===== src/rtl/core/gima_pkg.sv =====
// Shared types, constants and modular helpers for the Gaussian integer mod ALU.
package gima_pkg;

    localparam int PART_W     = 30;
    localparam int PROD_W     = 2 * PART_W;
    localparam int RED_STAGES = PART_W;

    localparam logic [PART_W-1:0] MODULUS_RESET = PART_W'(12289);

    typedef logic [PART_W-1:0] t_part;
    typedef logic [PROD_W-1:0] t_prod;

    typedef enum logic [1:0] {
        ACT_ADD = 2'd0,
        ACT_SUB = 2'd1,
        ACT_MUL = 2'd2
    } t_action;

    // data that rides along the reduction pipeline
    typedef struct packed {
        logic    valid;
        t_action act;
        logic    bad;
        t_part   zr_as;
        t_part   zi_as;
    } t_side;

    function automatic t_part mod_add(input t_part a, input t_part b, input t_part q);
        logic [PART_W:0] s;
        s = {1'b0, a} + {1'b0, b};
        if (s >= {1'b0, q}) begin
            s = s - {1'b0, q};
        end
        return s[PART_W-1:0];
    endfunction

    function automatic t_part mod_sub(input t_part a, input t_part b, input t_part q);
        logic [PART_W:0] s;
        if (a >= b) begin
            s = {1'b0, a} - {1'b0, b};
        end else begin
            s = {1'b0, a} + {1'b0, q} - {1'b0, b};
        end
        return s[PART_W-1:0];
    endfunction

endpackage


===== src/rtl/core/gima_modred.sv =====
// Pipelined restoring reduction of a 60-bit product modulo q, one bit per stage.
module gima_modred import gima_pkg::*; (
    input  logic  i_clk,
    input  t_part i_modulus,
    input  t_prod i_prod,
    output t_part o_rem
);

    t_part r_rem [RED_STAGES];
    t_part r_low [RED_STAGES];

    function automatic t_part red_step(input t_part rem, input logic b, input t_part q);
        logic [PART_W:0] sh;
        sh = {rem, b};
        if (sh >= {1'b0, q}) begin
            sh = sh - {1'b0, q};
        end
        return sh[PART_W-1:0];
    endfunction

    // product < q*2^30, so the upper half already sits below q
    always_ff @(posedge i_clk) begin
        r_rem[0] <= red_step(i_prod[PROD_W-1:PART_W], i_prod[PART_W-1], i_modulus);
        r_low[0] <= {i_prod[PART_W-2:0], 1'b0};
    end

    for (genvar k = 1; k < RED_STAGES; k++) begin : g_stage
        always_ff @(posedge i_clk) begin
            r_rem[k] <= red_step(r_rem[k-1], r_low[k-1][PART_W-1], i_modulus);
            r_low[k] <= {r_low[k-1][PART_W-2:0], 1'b0};
        end
    end

    assign o_rem = r_rem[RED_STAGES-1];

endmodule

===== config.mk =====
export PLATFORM = sky130hd
export DESIGN_NAME = gima_modred
export DESIGN_NICKNAME = d
export VERILOG_FILES = /design/src/rtl/core/gima_pkg.sv /design/src/rtl/core/gima_modred.sv
export SDC_FILE = /design/constraint.sdc
export NUM_CORES = 2
export LEC_CHECK = 0
export BUFFER_PORTS_ARGS = -buffer_cell sky130_fd_sc_hd__buf_2
export CAP_MARGIN = 30
export CORE_MARGIN = 4
export CORE_UTILIZATION = 40
export CTS_CLUSTER_DIAMETER = 30
export DETAILED_ROUTE_END_ITERATION = 10
export PLACE_DENSITY_LB_ADDON = 0.12
export SYNTH_ARGS = -nofsm -noshare
export SYNTH_HDL_FRONTEND = slang
export SYNTH_SLANG_ARGS = --single-unit
export TNS_END_PERCENT = 1

===== constraint.sdc =====
create_clock -name i_clk -period 6.6 [get_ports i_clk]
set_input_delay 0.66 -clock i_clk [delete_from_list [all_inputs] [get_ports i_clk]]
set_output_delay 0.66 -clock i_clk [all_outputs]
set_load 0.01 [all_outputs]

== Yosys cells after proc, flatten, opt, wreduce, memory -nomap -nowiden ==
Memory sizes are Yosys's and may differ from the RTL's.
Cells that the tools add are included.

* Bits in registers: 0
* Memory bits (writable): 1770
* Input port bits: 91
* Output and inout bits: 30
* Logic and storage cells: 92
* Memories kept: 2

{| class="wikitable"
|+ Memory list
! memory !! words !! bits a word !! read ports !! clocked after Yosys merged registers in !! write ports !! RTL line !! RTL
|-
| r_rem || 30 || 30 || 30 || 0 || 30 || gima_modred.sv:9 || <nowiki>t_part r_rem [RED_STAGES];</nowiki>
|-
| r_low || 30 || 29 || 29 || 0 || 30 || gima_modred.sv:10 || <nowiki>t_part r_low [RED_STAGES];</nowiki>
|}

* Add/sub/neg operators: 30
* Magnitude comparators: 30
* Multiplexer cells: 30

{| class="wikitable"
|+ Operator list
! kind !! count
|-
| >= comparator 31 x 30 -> 1 bit || 30
|-
| two-way mux 30 bit || 30
|-
| subtractor 30 bit || 30
|}

== Longest topological paths before layout ==
An unclocked memory read counts as a cell.

* Depth in word-level cells: 3
* Mapped depth: 16
* Gate-level depth less buffers: 14

== Least setup slack after synthesis ==
No wires, ideal clock.

* Kind: input to register
* From: input port i_modulus[12]
* To: memory r_rem[1][21] (netlist name)
* Arrival time: 4276 ps
* Required time: 6477 ps
* Slack: 2201 ps
* Stages on the path: 15
* Path buffers: 2
* Cell sequence: inv_1 ha_1 and2_1 buf_2 a2111o_1 or4_1 nor2_2 a211oi_2 o31ai_4 a21oi_2 a21oi_2 o21ai_1 a41oi_2 buf_6 mux2_1

{| class="wikitable"
|+ RTL lines
! what !! RTL line !! RTL
|-
| from (decl) || gima_modred.sv:4 || <nowiki>input t_part i_modulus,</nowiki>
|-
| to (decl) || gima_modred.sv:9 ||
|}

==> results_dict.tcl <==
set metrics [dict create \
    syn_nets 10280 \
    setup_tns_ns 0 \
    grt_max_degree 58 \
    area_growth_pct 19.73 \
    synth_area_um2 81460 \
    synth_flop_cell "dfxtp_1" \
    clk_path_buf_depth 4 \
    setup_slack_ns 2.072 \
    wl_per_cell_um 20.63 \
    cts_root_buf "clkbuf_16" \
    viasPerCell 5.520 \
    hp-class "input pin to flop" \
    cts.sinks 1335 \
    cts_buffers 343 \
    vias 69170 \
    leakage_nw 43.32 \
    drc_errors 0 \
    cts.clk_slew.worst_paths_ns 0.04 \
    core_area_um2 202300 \
    place.gp.congestion 0.9136 \
    fp.dieW_um 459.3 \
    die-area_um2 210900 \
    whs_ns 0.07770 \
    dp.cells 11870 \
    layout.nets 10620 \
    start_util_pct 40.26 \
    dpl.hpwl_um 195600 \
    multi_input_area_um2 52560 \
    grt_pass1_wl_um 391600 \
    syn-mean-instance-area_um2 8.796 \
    die_height_um 459.3 \
    netlist_instances 9261 \
    critPathMaxFanout 50 \
    final_common_cell "dfxtp_1" \
    peakVddDrop_uv 372.4 \
    cp_top_family "compound AO/OA/AOI/OAI gates" \
    worst_pin_slew_ns 1.020 \
    pin_count 121 \
    first_global_vias 67690 \
    cp-end-kind "flop" \
    ys_types 90 \
    synth_edf_count 0 \
    period_needed_ns 4.528 \
    startpoint_type "input pin" \
    final_antenna_net_count 0 \
    nFillCells 19070 \
    critPathBufInv 4 \
    drt_iter0_markers 4558 \
    min_period_over_period_pct 68.60 \
    cts_htree_levels 5 \
    cp.arrival_ns 5.31 \
    final_util_pct 48.21 \
    slowest_delay_ns 0.66 \
    cap_violations 0 \
    worstSetupPathType "input pin to flop" \
    synth-warning-count 0 \
    first_pass_iters 6 \
    gr-usage-all-layers_pct 23.68 \
    worstSkewPairLatency_ns 0.93 \
    final-instance-count-excl-fill 12530 \
    async_flop_share_pct 0 \
    setup_viol 0 \
    layout_common_cells "dfxtp_1 (1335), ha_1 (900), nand2_1 (818)" \
    drive_above_1_share_pct 12.85 \
    drt_wl_total_um 258500 \
    rows 165 \
    rsz0062_at_grt "no" \
    worstPathRequired_ns 7.38 \
    power.density_nw_per_um2 649.1 \
    grt_overflow_total 0 \
    path_cells "buf_2 -> inv_2 -> buf_4 -> ha_1 -> and3_1 -> nand2_1 -> nor3_1 -> a211oi_1 -> o21ai_0 -> o41ai_1 -> o211a_1 -> o21a_1 -> o211a_1 -> buf_4 -> mux2_2" \
    yosysSeqAreaShare_pct 32.81 \
    slew_headroom_pct 32.02 \
    post-place-ws_ns 1.235 \
    postCtsSetupBuffers 0 \
    seqCellArea_um2 26730 \
    hold_viol 0 \
    status "finished, final reports clean" \
    fin_skew_ns 0.08342 \
    fmax_mhz 220.9 \
    drv_slew 0 \
    antenna_found_initial 15 \
    ys_ff_latch 1335 \
    slowest_stage "o41ai_1" \
    cts_tree "done" \
    port_buffers 120 \
]
## stage by stage
step / power [mW] / instance area [um^2]
after global placement: 46.25 / 85340
after global routing: 68.03 / 97530
after detailed placement: 46.39 / 85360
after CTS: 63.51 / 97500
after floorplan: 38.36 / 81460
final: 63.31 / 97530
## synthesized netlist by cell type (142+ instances only)
| library cell | instances | area [um^2] |
|---|---|---|
| xor2_1 | 293 | 2566 |
| dfxtp_1 | 1335 | 26730 |
| nand2_1 | 818 | 3070 |
| inv_1 | 266 | 998.5 |
| a21o_1 | 462 | 3468 |
| mux2_2 | 314 | 3536 |
| xnor2_1 | 464 | 4064 |
| nor2_1 | 536 | 2012 |
| nor3_1 | 148 | 740.7 |
| o21ai_0 | 766 | 3834 |
| a21oi_1 | 813 | 4069 |
| clkbuf_1 | 198 | 743.2 |
| nor2b_1 | 142 | 888.4 |
| nand3_1 | 174 | 870.8 |
| ha_1 | 900 | 11260 |
## worst paths after layout
check,end,start,depth (start not counted),slack (ns)
worst min register to register,r_low[0][227],r_low[0][197],0,0.29
worst max register to register,r_rem[12][0],r_rem[11][30],12,2.38
worst min-delay path,r_rem[0][27],i_prod[56],2,0.08
worst max-delay path,r_rem[11][7],i_modulus[12],15,2.07
## report_power, final
group | internal, mW | leakage (nW) | switching, mW
Sequential | 11.6 | 11.3 | 2.63
Clock | 11.4 | 5.62 | 5.13
Combinational | 14.4 | 26.4 | 18.1
## cells by family after synthesis
logic type | synth area share, %
AO/OA/AOI/OAI | 22.13
adder cells (fa/ha/maj) | 14.56
AND/OR/NAND/NOR | 14.21
XOR/XNOR | 8.139
flip-flops | 32.81
buffers and inverters | 2.894
multiplexers | 5.256
## sequential cells by signal, indices dropped and copies added, names as in the netlist
name / count
r_low: 435
r_rem: 900
## layout make-up
class                      instances  area share (%)
tap                             2672           3.428
multi-input combinational       7361           53.89
inverter                         266           1.029
timing repair buffer             291           2.337
clock buffer                     410           9.549
clock inverter                   194           2.361
sequential                      1335           27.40
antenna                            2        0.005132
## metal layers
metal  vias to the layer above  global-route usage (%)  part of all wire (%)
met2                      1671                   39.75                    46
li1                      34490                       -                     -
met1                     32440                   30.57                    46
met5                         -                       0                     0
met4                         0                   9.756                   4.2
met3                       570                   3.198                   4.2
## what timing repair did
item | 4_1_cts | 5_1_grt
resized for setup | 0 | 0
setup endpoints to repair | 0 | 0
hold endpoints to repair | 52 | 0
hold buffers | 52 | 0
No activity file was read; power rests on OpenSTA's default activity.
